### config.mk
export PLATFORM = sky130hd
export DESIGN_NAME = csafe_frame_decoder_core
export DESIGN_NICKNAME = d
export VERILOG_FILES = /design/src/rtl/cfd_pkg.sv /design/src/rtl/cfd_front.sv /design/src/rtl/cfd_queue.sv /design/src/rtl/cfd_back.sv /design/src/rtl/csafe_frame_decoder_core.sv
export SDC_FILE = /design/constraint.sdc
export NUM_CORES = 1
export LEC_CHECK = 0
export ABC_AREA = 1
export BUFFER_PORTS_ARGS = -buffer_cell sky130_fd_sc_hd__buf_2
export CORE_MARGIN = 2
export CORE_UTILIZATION = 45
export CTS_BUF_LIST = sky130_fd_sc_hd__clkbuf_4 sky130_fd_sc_hd__clkbuf_8
export CTS_CLUSTER_SIZE = 14
export DETAILED_ROUTE_END_ITERATION = 7
export PLACE_DENSITY = 0.72
export SYNTH_ARGS = -nofsm -noshare
export SYNTH_HDL_FRONTEND = slang
export SYNTH_HIERARCHICAL = 1
export SYNTH_SLANG_ARGS = --single-unit
### constraint.sdc
create_clock -name clk_i -period 2.1 [get_ports clk_i]
set_clock_uncertainty 0.05 [all_clocks]
set_input_delay 0.21 -clock clk_i [delete_from_list [all_inputs] [get_ports clk_i]]
set_output_delay 0.21 -clock clk_i [all_outputs]
set_load 0.02 [all_outputs]
### src/rtl/cfd_pkg.sv
package cfd_pkg;

  // frame flag bytes
  localparam logic [7:0] StartFlag  = 8'hF1;
  localparam logic [7:0] StopFlag   = 8'hF2;
  localparam logic [7:0] EscapeFlag = 8'hF3;
  localparam logic [7:0] ExtFlag    = 8'hF0;
  localparam logic [7:0] MaxEscCode = 8'h03;

  // depth of the queue between classifier and decoder
  localparam int unsigned QueueDepth = 2;

  // machine state codes
  localparam logic [3:0] MsError   = 4'd0;
  localparam logic [3:0] MsReady   = 4'd1;
  localparam logic [3:0] MsIdle    = 4'd2;
  localparam logic [3:0] MsHaveId  = 4'd3;
  localparam logic [3:0] MsInUse   = 4'd4;
  localparam logic [3:0] MsPause   = 4'd5;
  localparam logic [3:0] MsFinish  = 4'd6;
  localparam logic [3:0] MsManual  = 4'd7;
  localparam logic [3:0] MsOffline = 4'd8;
  localparam logic [3:0] MsUnknown = 4'd9;

  // raw status nibble codes
  localparam logic [3:0] StError   = 4'h0;
  localparam logic [3:0] StReady   = 4'h1;
  localparam logic [3:0] StIdle    = 4'h2;
  localparam logic [3:0] StHaveId  = 4'h3;
  localparam logic [3:0] StInUse   = 4'h5;
  localparam logic [3:0] StPause   = 4'h6;
  localparam logic [3:0] StFinish  = 4'h7;
  localparam logic [3:0] StManual  = 4'h8;
  localparam logic [3:0] StOffline = 4'h9;

  typedef enum logic [1:0] {
    VerdictOk        = 2'd0,
    VerdictMalformed = 2'd1,
    VerdictBadSum    = 2'd2
  } verdict_e;

  typedef enum logic {
    KindContent = 1'b0,
    KindVerdict = 1'b1
  } kind_e;

  // classified input item
  typedef struct packed {
    logic [7:0] data;
    logic       last;
    logic       is_start;
    logic       is_stop;
    logic       is_escape;
    logic       code_ok;
  } cls_t;

  // result item
  typedef struct packed {
    kind_e      kind;
    logic [7:0] content;
    verdict_e   verdict;
    logic       toggle;
    logic [1:0] prev_status;
    logic [3:0] mstate;
  } res_t;

  // status nibble to machine state code
  function automatic logic [3:0] state_code(input logic [3:0] s);
    logic [3:0] r;
    case (s)
      StError:   r = MsError;
      StReady:   r = MsReady;
      StIdle:    r = MsIdle;
      StHaveId:  r = MsHaveId;
      StInUse:   r = MsInUse;
      StPause:   r = MsPause;
      StFinish:  r = MsFinish;
      StManual:  r = MsManual;
      StOffline: r = MsOffline;
      default:   r = MsUnknown;
    endcase
    return r;
  endfunction

endpackage

### src/rtl/cfd_front.sv
module cfd_front (
  input  logic          [7:0] rx_byte_i,
  input  logic                buffer_last_i,
  output cfd_pkg::cls_t       cls_o
);
  import cfd_pkg::*;

  // flag and escape code classification
  always_comb begin
    cls_o.data      = rx_byte_i;
    cls_o.last      = buffer_last_i;
    cls_o.is_start  = (rx_byte_i == StartFlag);
    cls_o.is_stop   = (rx_byte_i == StopFlag);
    cls_o.is_escape = (rx_byte_i == EscapeFlag);
    cls_o.code_ok   = (rx_byte_i <= MaxEscCode);
  end

endmodule

### src/rtl/cfd_queue.sv
module cfd_queue (
  input  logic          clk_i,
  input  logic          rst_ni,
  input  logic          wr_i,
  input  cfd_pkg::cls_t wr_data_i,
  output logic          full_o,
  input  logic          rd_i,
  output cfd_pkg::cls_t rd_data_o,
  output logic          empty_o
);
  import cfd_pkg::*;

  localparam int unsigned PtrW = (QueueDepth > 1) ? $clog2(QueueDepth) : 1;
  localparam int unsigned CntW = $clog2(QueueDepth + 1);
  localparam logic [PtrW-1:0] LastPtr = PtrW'(QueueDepth - 1);
  localparam logic [CntW-1:0] FullCnt = CntW'(QueueDepth);

  cls_t            mem_q [QueueDepth];
  logic [PtrW-1:0] wr_ptr_q, wr_ptr_d;
  logic [PtrW-1:0] rd_ptr_q, rd_ptr_d;
  logic [CntW-1:0] cnt_q, cnt_d;
  logic            do_wr, do_rd;

  assign full_o    = (cnt_q == FullCnt);
  assign empty_o   = (cnt_q == '0);
  assign rd_data_o = mem_q[rd_ptr_q];
  assign do_wr     = wr_i && !full_o;
  assign do_rd     = rd_i && !empty_o;

  // pointer and fill count update
  always_comb begin
    wr_ptr_d = wr_ptr_q;
    rd_ptr_d = rd_ptr_q;
    cnt_d    = cnt_q;
    if (do_wr) begin
      wr_ptr_d = (wr_ptr_q == LastPtr) ? '0 : wr_ptr_q + 1'b1;
    end
    if (do_rd) begin
      rd_ptr_d = (rd_ptr_q == LastPtr) ? '0 : rd_ptr_q + 1'b1;
    end
    if (do_wr && !do_rd) begin
      cnt_d = cnt_q + 1'b1;
    end else if (do_rd && !do_wr) begin
      cnt_d = cnt_q - 1'b1;
    end
  end

  always_ff @(posedge clk_i or negedge rst_ni) begin
    if (!rst_ni) begin
      wr_ptr_q <= '0;
      rd_ptr_q <= '0;
      cnt_q    <= '0;
    end else begin
      wr_ptr_q <= wr_ptr_d;
      rd_ptr_q <= rd_ptr_d;
      cnt_q    <= cnt_d;
    end
  end

  // storage
  always_ff @(posedge clk_i) begin
    if (do_wr) begin
      mem_q[wr_ptr_q] <= wr_data_i;
    end
  end

endmodule

### src/rtl/cfd_back.sv
module cfd_back (
  input  logic          clk_i,
  input  logic          rst_ni,
  input  cfd_pkg::cls_t cls_i,
  input  logic          cls_valid_i,
  output logic          cls_take_o,
  output cfd_pkg::res_t res_o,
  output logic          res_valid_o,
  input  logic          res_pop_i
);
  import cfd_pkg::*;

  logic [1:0] raw_cnt_q, raw_cnt_d;
  logic       esc_q, esc_d;
  logic [7:0] xor_q, xor_d;
  logic [1:0] ucnt_q, ucnt_d;
  logic [7:0] status_q, status_d;
  logic [7:0] held_q, held_d;
  logic       held_vld_q, held_vld_d;
  logic       err_q, err_d;
  logic       out_vld_q, out_vld_d;
  res_t       out_q, out_d;
  logic       take_unstuffed;
  logic [7:0] ubyte;
  logic       ok_shape;

  assign res_o       = out_q;
  assign res_valid_o = out_vld_q;
  // an item is taken whenever the result slot is free or being emptied
  assign cls_take_o  = cls_valid_i && (!out_vld_q || res_pop_i);

  // frame decode and result build
  always_comb begin
    raw_cnt_d      = raw_cnt_q;
    esc_d          = esc_q;
    xor_d          = xor_q;
    ucnt_d         = ucnt_q;
    status_d       = status_q;
    held_d         = held_q;
    held_vld_d     = held_vld_q;
    err_d          = err_q;
    out_vld_d      = out_vld_q && !res_pop_i;
    out_d          = out_q;
    take_unstuffed = 1'b0;
    ubyte          = cls_i.data;
    ok_shape       = (raw_cnt_q == 2'd2) && cls_i.is_stop && !esc_q && !err_q &&
                     (ucnt_q == 2'd2);

    if (cls_take_o) begin
      if (cls_i.last) begin
        // end of buffer: verdict, then clear for the next frame
        out_vld_d         = 1'b1;
        out_d.kind        = KindVerdict;
        out_d.content     = '0;
        out_d.toggle      = 1'b0;
        out_d.prev_status = '0;
        out_d.mstate      = MsUnknown;
        if (!ok_shape) begin
          out_d.verdict = VerdictMalformed;
        end else if (xor_q != '0) begin
          out_d.verdict = VerdictBadSum;
        end else begin
          out_d.verdict     = VerdictOk;
          out_d.toggle      = status_q[7];
          out_d.prev_status = status_q[5:4];
          out_d.mstate      = state_code(status_q[3:0]);
        end
        raw_cnt_d  = '0;
        esc_d      = 1'b0;
        xor_d      = '0;
        ucnt_d     = '0;
        status_d   = '0;
        held_d     = '0;
        held_vld_d = 1'b0;
        err_d      = 1'b0;
      end else if (raw_cnt_q == 2'd0) begin
        // first byte must be the start flag
        raw_cnt_d = 2'd1;
        if (!cls_i.is_start) begin
          err_d = 1'b1;
        end
      end else begin
        raw_cnt_d = 2'd2;
        if (!err_q) begin
          if (esc_q) begin
            esc_d = 1'b0;
            if (!cls_i.code_ok) begin
              err_d = 1'b1;
            end else begin
              ubyte          = ExtFlag | cls_i.data;
              take_unstuffed = 1'b1;
            end
          end else if (cls_i.is_escape) begin
            esc_d = 1'b1;
          end else begin
            take_unstuffed = 1'b1;
          end
        end
      end

      // unstuffed byte: status first, then content with one-byte hold
      if (take_unstuffed) begin
        xor_d = xor_q ^ ubyte;
        if (ucnt_q == 2'd0) begin
          status_d = ubyte;
          ucnt_d   = 2'd1;
        end else begin
          if (held_vld_q) begin
            out_vld_d         = 1'b1;
            out_d.kind        = KindContent;
            out_d.content     = held_q;
            out_d.verdict     = VerdictOk;
            out_d.toggle      = 1'b0;
            out_d.prev_status = '0;
            out_d.mstate      = MsError;
          end
          held_d     = ubyte;
          held_vld_d = 1'b1;
          ucnt_d     = 2'd2;
        end
      end
    end
  end

  always_ff @(posedge clk_i or negedge rst_ni) begin
    if (!rst_ni) begin
      raw_cnt_q  <= '0;
      esc_q      <= 1'b0;
      xor_q      <= '0;
      ucnt_q     <= '0;
      status_q   <= '0;
      held_q     <= '0;
      held_vld_q <= 1'b0;
      err_q      <= 1'b0;
      out_vld_q  <= 1'b0;
    end else begin
      raw_cnt_q  <= raw_cnt_d;
      esc_q      <= esc_d;
      xor_q      <= xor_d;
      ucnt_q     <= ucnt_d;
      status_q   <= status_d;
      held_q     <= held_d;
      held_vld_q <= held_vld_d;
      err_q      <= err_d;
      out_vld_q  <= out_vld_d;
    end
  end

  // result payload
  always_ff @(posedge clk_i) begin
    out_q <= out_d;
  end

endmodule

### src/rtl/csafe_frame_decoder_core.sv
// Streaming decoder for a CSAFE standard response frame. Push one raw byte
// per item with buffer_last_i marking the final byte; pop content bytes
// (result_kind 0) as they are unstuffed, delayed by one byte so the checksum
// never appears, and one verdict item (result_kind 1) per buffer carrying
// ok / malformed / checksum mismatch and, when ok, the decoded status byte.
// Content of a frame whose verdict is not ok is still delivered and must be
// discarded by the consumer. Throughput is one byte per clock while the result
// register is free or being popped: a classifier feeds a two-entry queue, and
// the decoder updates its frame state per byte taken and writes results into
// its single-entry result register, which drives the outputs.
module csafe_frame_decoder_core (
  input  logic       clk_i,
  input  logic       rst_ni,
  input  logic       push,
  output logic       full,
  input  logic [7:0] rx_byte_i,
  input  logic       buffer_last_i,
  output logic       empty,
  input  logic       pop,
  output logic       result_kind_o,
  output logic [7:0] content_byte_o,
  output logic [1:0] verdict_o,
  output logic       frame_toggle_o,
  output logic [1:0] prev_frame_status_o,
  output logic [3:0] machine_state_o
);
  import cfd_pkg::*;

  cls_t cls_in;
  cls_t cls_out;
  logic q_empty;
  logic q_take;
  res_t res;
  logic res_valid;

  // byte classification
  cfd_front u_front (
    .rx_byte_i     (rx_byte_i),
    .buffer_last_i (buffer_last_i),
    .cls_o         (cls_in)
  );

  // decoupling queue
  cfd_queue u_queue (
    .clk_i     (clk_i),
    .rst_ni    (rst_ni),
    .wr_i      (push),
    .wr_data_i (cls_in),
    .full_o    (full),
    .rd_i      (q_take),
    .rd_data_o (cls_out),
    .empty_o   (q_empty)
  );

  // frame state and results
  cfd_back u_back (
    .clk_i       (clk_i),
    .rst_ni      (rst_ni),
    .cls_i       (cls_out),
    .cls_valid_i (!q_empty),
    .cls_take_o  (q_take),
    .res_o       (res),
    .res_valid_o (res_valid),
    .res_pop_i   (pop)
  );

  assign empty               = !res_valid;
  assign result_kind_o       = res.kind;
  assign content_byte_o      = res.content;
  assign verdict_o           = res.verdict;
  assign frame_toggle_o      = res.toggle;
  assign prev_frame_status_o = res.prev_status;
  assign machine_state_o     = res.mstate;

endmodule

==> flow_summary.json <==
{
  "status": "finished clean",
  "cp-end-kind": "flip-flop",
  "synth_flop_cell": "edfxtp_1",
  "drv_slew": 0,
  "route.detailed.drc": 0,
  "r2r_slack_ns": 0.15,
  "worstPathArrival_ns": 2.01,
  "vias_per_cell": 4.79,
  "timing.rr.end": "u_back/res_o[8]",
  "grt_use_total": 0.163,
  "portBuffers": 32,
  "cap_violations": 0,
  "rsz0062_at_grt": "no",
  "grt_overflow": 0,
  "cellPowerDensity_nw_per_um2": 1500,
  "drt_pass1_iterations": 4,
  "path_cells": "inv_2, nand2_1, nand2_1, nor2_4, nand2_4, nor2_8, nand3_4, inv_4, nor2_1",
  "slew_headroom": 0.456,
  "num_rows": 34,
  "vias": 2870,
  "ys_warn_count": 6,
  "netlist_area_um2": 3980,
  "critPathBufInv": 2,
  "clockBufferDepth": 2,
  "fp.coreArea_um2": 8640,
  "top_level_ports": 33,
  "cpMostUsedCell": "nand2_1",
  "synth_cells": 450,
  "worst_pin_slew_ns": 0.815,
  "cts-root-buf": "clkbuf_8",
  "die_area_um2": 9620,
  "fp.dieH_um": 98.1,
  "setup_viol": 0,
  "post-cts-setup-buffer-count": 0,
  "layout_commonest_cell": "nand2_1",
  "crit_path_max_incr_delay_ns": 0.48,
  "required_ns": 2.16,
  "routed_wl_um": 7320,
  "fin_hold_ws_ns": 0.0250,
  "ys_seq_elements": 79,
  "crit_fanout": 18,
  "hold_class": "in -> reg",
  "async_reset_ff_frac": 0.443,
  "critPathKind": "reg -> reg",
  "fmax_ghz": 0.513,
  "grt_pass1_vias": 2695,
  "drt-initial-drc-count": 206,
  "synthesis.nets": 464,
  "crit_slowest_cell": "dfrtp_1",
  "ant_nets": 0,
  "hold_start": "rx_byte_i[7]",
  "period_share": 0.929,
  "drive_above_1_share": 0.196,
  "start_kind": "flip-flop",
  "htreeDepth": 3,
  "cts_sinks": 79,
  "final_nets": 500,
  "synth_edf_count": 44,
  "syn_area_per_cell_um2": 8.85,
  "whs_path_depth": 1,
  "ys_types": 34,
  "cts_tree": "done",
  "clk_latency_ns": 0.35,
  "period_minus_slack_ns": 1.95,
  "initial_core_util": 0.461,
  "antenna_found_initial": 0,
  "die_x_um": 98.1,
  "gp_congestion": 0.868,
  "rr_startpoint": "u_queue/rd_ptr_q",
  "cts_buffers": 9,
  "finalHoldViolCount": 0,
  "grt_pass1_wl_um": 12600,
  "cellLeakagePower_uw": 0.00217,
  "routedWlPerCell_um": 12.2,
  "whs_endpoint": "u_queue/mem_q[0][12]",
  "fin_setup_tns_ns": 0,
  "n_antenna_cell": 0,
  "final_cell_mix": "168 x nand2_1, 45 x inv_1, 44 x nor2_1, 44 x edfxtp_1, 35 x dfrtp_1",
  "synth.top_cell.area_share": 0.332,
  "vdd_drop_max_mv": 0.532,
  "grt_max_degree": 36,
  "synth_area_leaders": "edfxtp_1 33%, dfrtp_1 22%, nand2_1 16%",
  "r2r_cells": 9,
  "ys_seq_area_frac": 0.552,
  "area_growth_syn_to_layout_pct": 10.8,
  "crit_family": "simple AND/OR/NAND/NOR gates",
  "clk_pin_slew_ns": 0.08,
  "synth_top_area_cell": "edfxtp_1",
  "hpwl_um": 5240
}
## stage by stage
stage               utilization  setup WS [ns]  power (uW)  cells  instance area (um2)
floorplan                     -         0.0201        4820    450                 3980
global placement          0.487          0.187        5460    581                 4200
detailed placement        0.487          0.117        5560    581                 4200
CTS                       0.511          0.110        6690    599                 4410
global route              0.511        0.00360        7170    599                 4420
finish                    0.511          0.150        6630    599                 4420
## how the worst max path moves through the flow
stage / endpoint / depth (start not counted) / slack [ns] / start
after floorplan: u_queue/cnt_q[1] / 9 / 0.02 / u_queue/cnt_q[0]
after global placement: u_back/res_o[9] / 12 / 0.19 / u_queue/rd_ptr_q
after detailed placement: u_back/res_o[14] / 12 / 0.12 / u_queue/rd_ptr_q
after CTS: u_back/res_o[12] / 12 / 0.11 / u_queue/rd_ptr_q
after global routing: u_back/held_q[3] / 10 / 0.004 / u_queue/rd_ptr_q
final: u_back/res_o[8] / 9 / 0.15 / u_queue/rd_ptr_q
## kinds of logic after synthesis
family                     count (synthesis)  share of synthesized area
adders and majority gates                  1                    0.00314
xor gates and xnor gates                   1                    0.00220
and+or+nand+nor                          276                      0.318
DFF                                       79                      0.552
buffers and inverters                     70                     0.0864
AOI/OAI and AO/OA                         23                     0.0393
## cell type report
cell class                 count  area, um2
fill                         777       4220
sequential                    79       2200
multi-input combinational    301       1440
timing repair buffer          43        248
inverter                      52        200
tap                          108        135
clock buffer                  10        131
clock inverter                 6       61.3
## power by group
part,switching (uW),internal (uW)
clock network,546,556
registers,347,2280
logic,1940,952
## synth_stat cells, types with 2 or more instances
library cell and instances:
edfxtp_1 44, nor2_1 44, dfrtp_1 35, inv_2 4, buf_6 4, a21oi_1 3, nand3_2 6, o21ai_0 11
o21ai_1 2, nand2_1 168, nor3_2 2, nand3_1 31, o21ai_2 4, nor2_2 4, nand3_4 2, or2_2 5
buf_2 2, nand2_4 2, buf_4 12, inv_1 46, nor2_4 3, nand4_1 4
## sequential cells by signal, summed over array words and instances (netlist names)
| register | cells |
|---|---|
| u_back/ucnt_q | 2 |
| u_back/res_valid_o | 1 |
| u_back/held_q | 8 |
| u_back/raw_cnt_q | 2 |
| u_back/xor_q | 8 |
| u_back/err_q | 1 |
| u_back/held_vld_q | 1 |
| u_queue/rd_ptr_q | 1 |
| u_queue/cnt_q | 2 |
| u_queue/mem_q | 26 |
| u_queue/wr_ptr_q | 1 |
| u_back/status_q | 7 |
| u_back/esc_q | 1 |
| u_back/res_o | 18 |
## timing repair
| item | 4_1_cts | 5_1_grt |
|---|---|---|
| hold buffers | 2 | 0 |
| setup endpoints to repair | 0 | 25 |
| gates resized for setup | 0 | 2 |
| hold endpoints to repair | 37 | 0 |
## routing by layer
layer  global-route usage  part of all wire  up-vias
met5                    0                 0        -
met4               0.0716             0.014        0
met3               0.0329             0.040       10
met2                0.264              0.49       51
met1                0.212              0.46     1329
li1                     -                 -     1480
No activity file was read; power rests on OpenSTA's default activity.
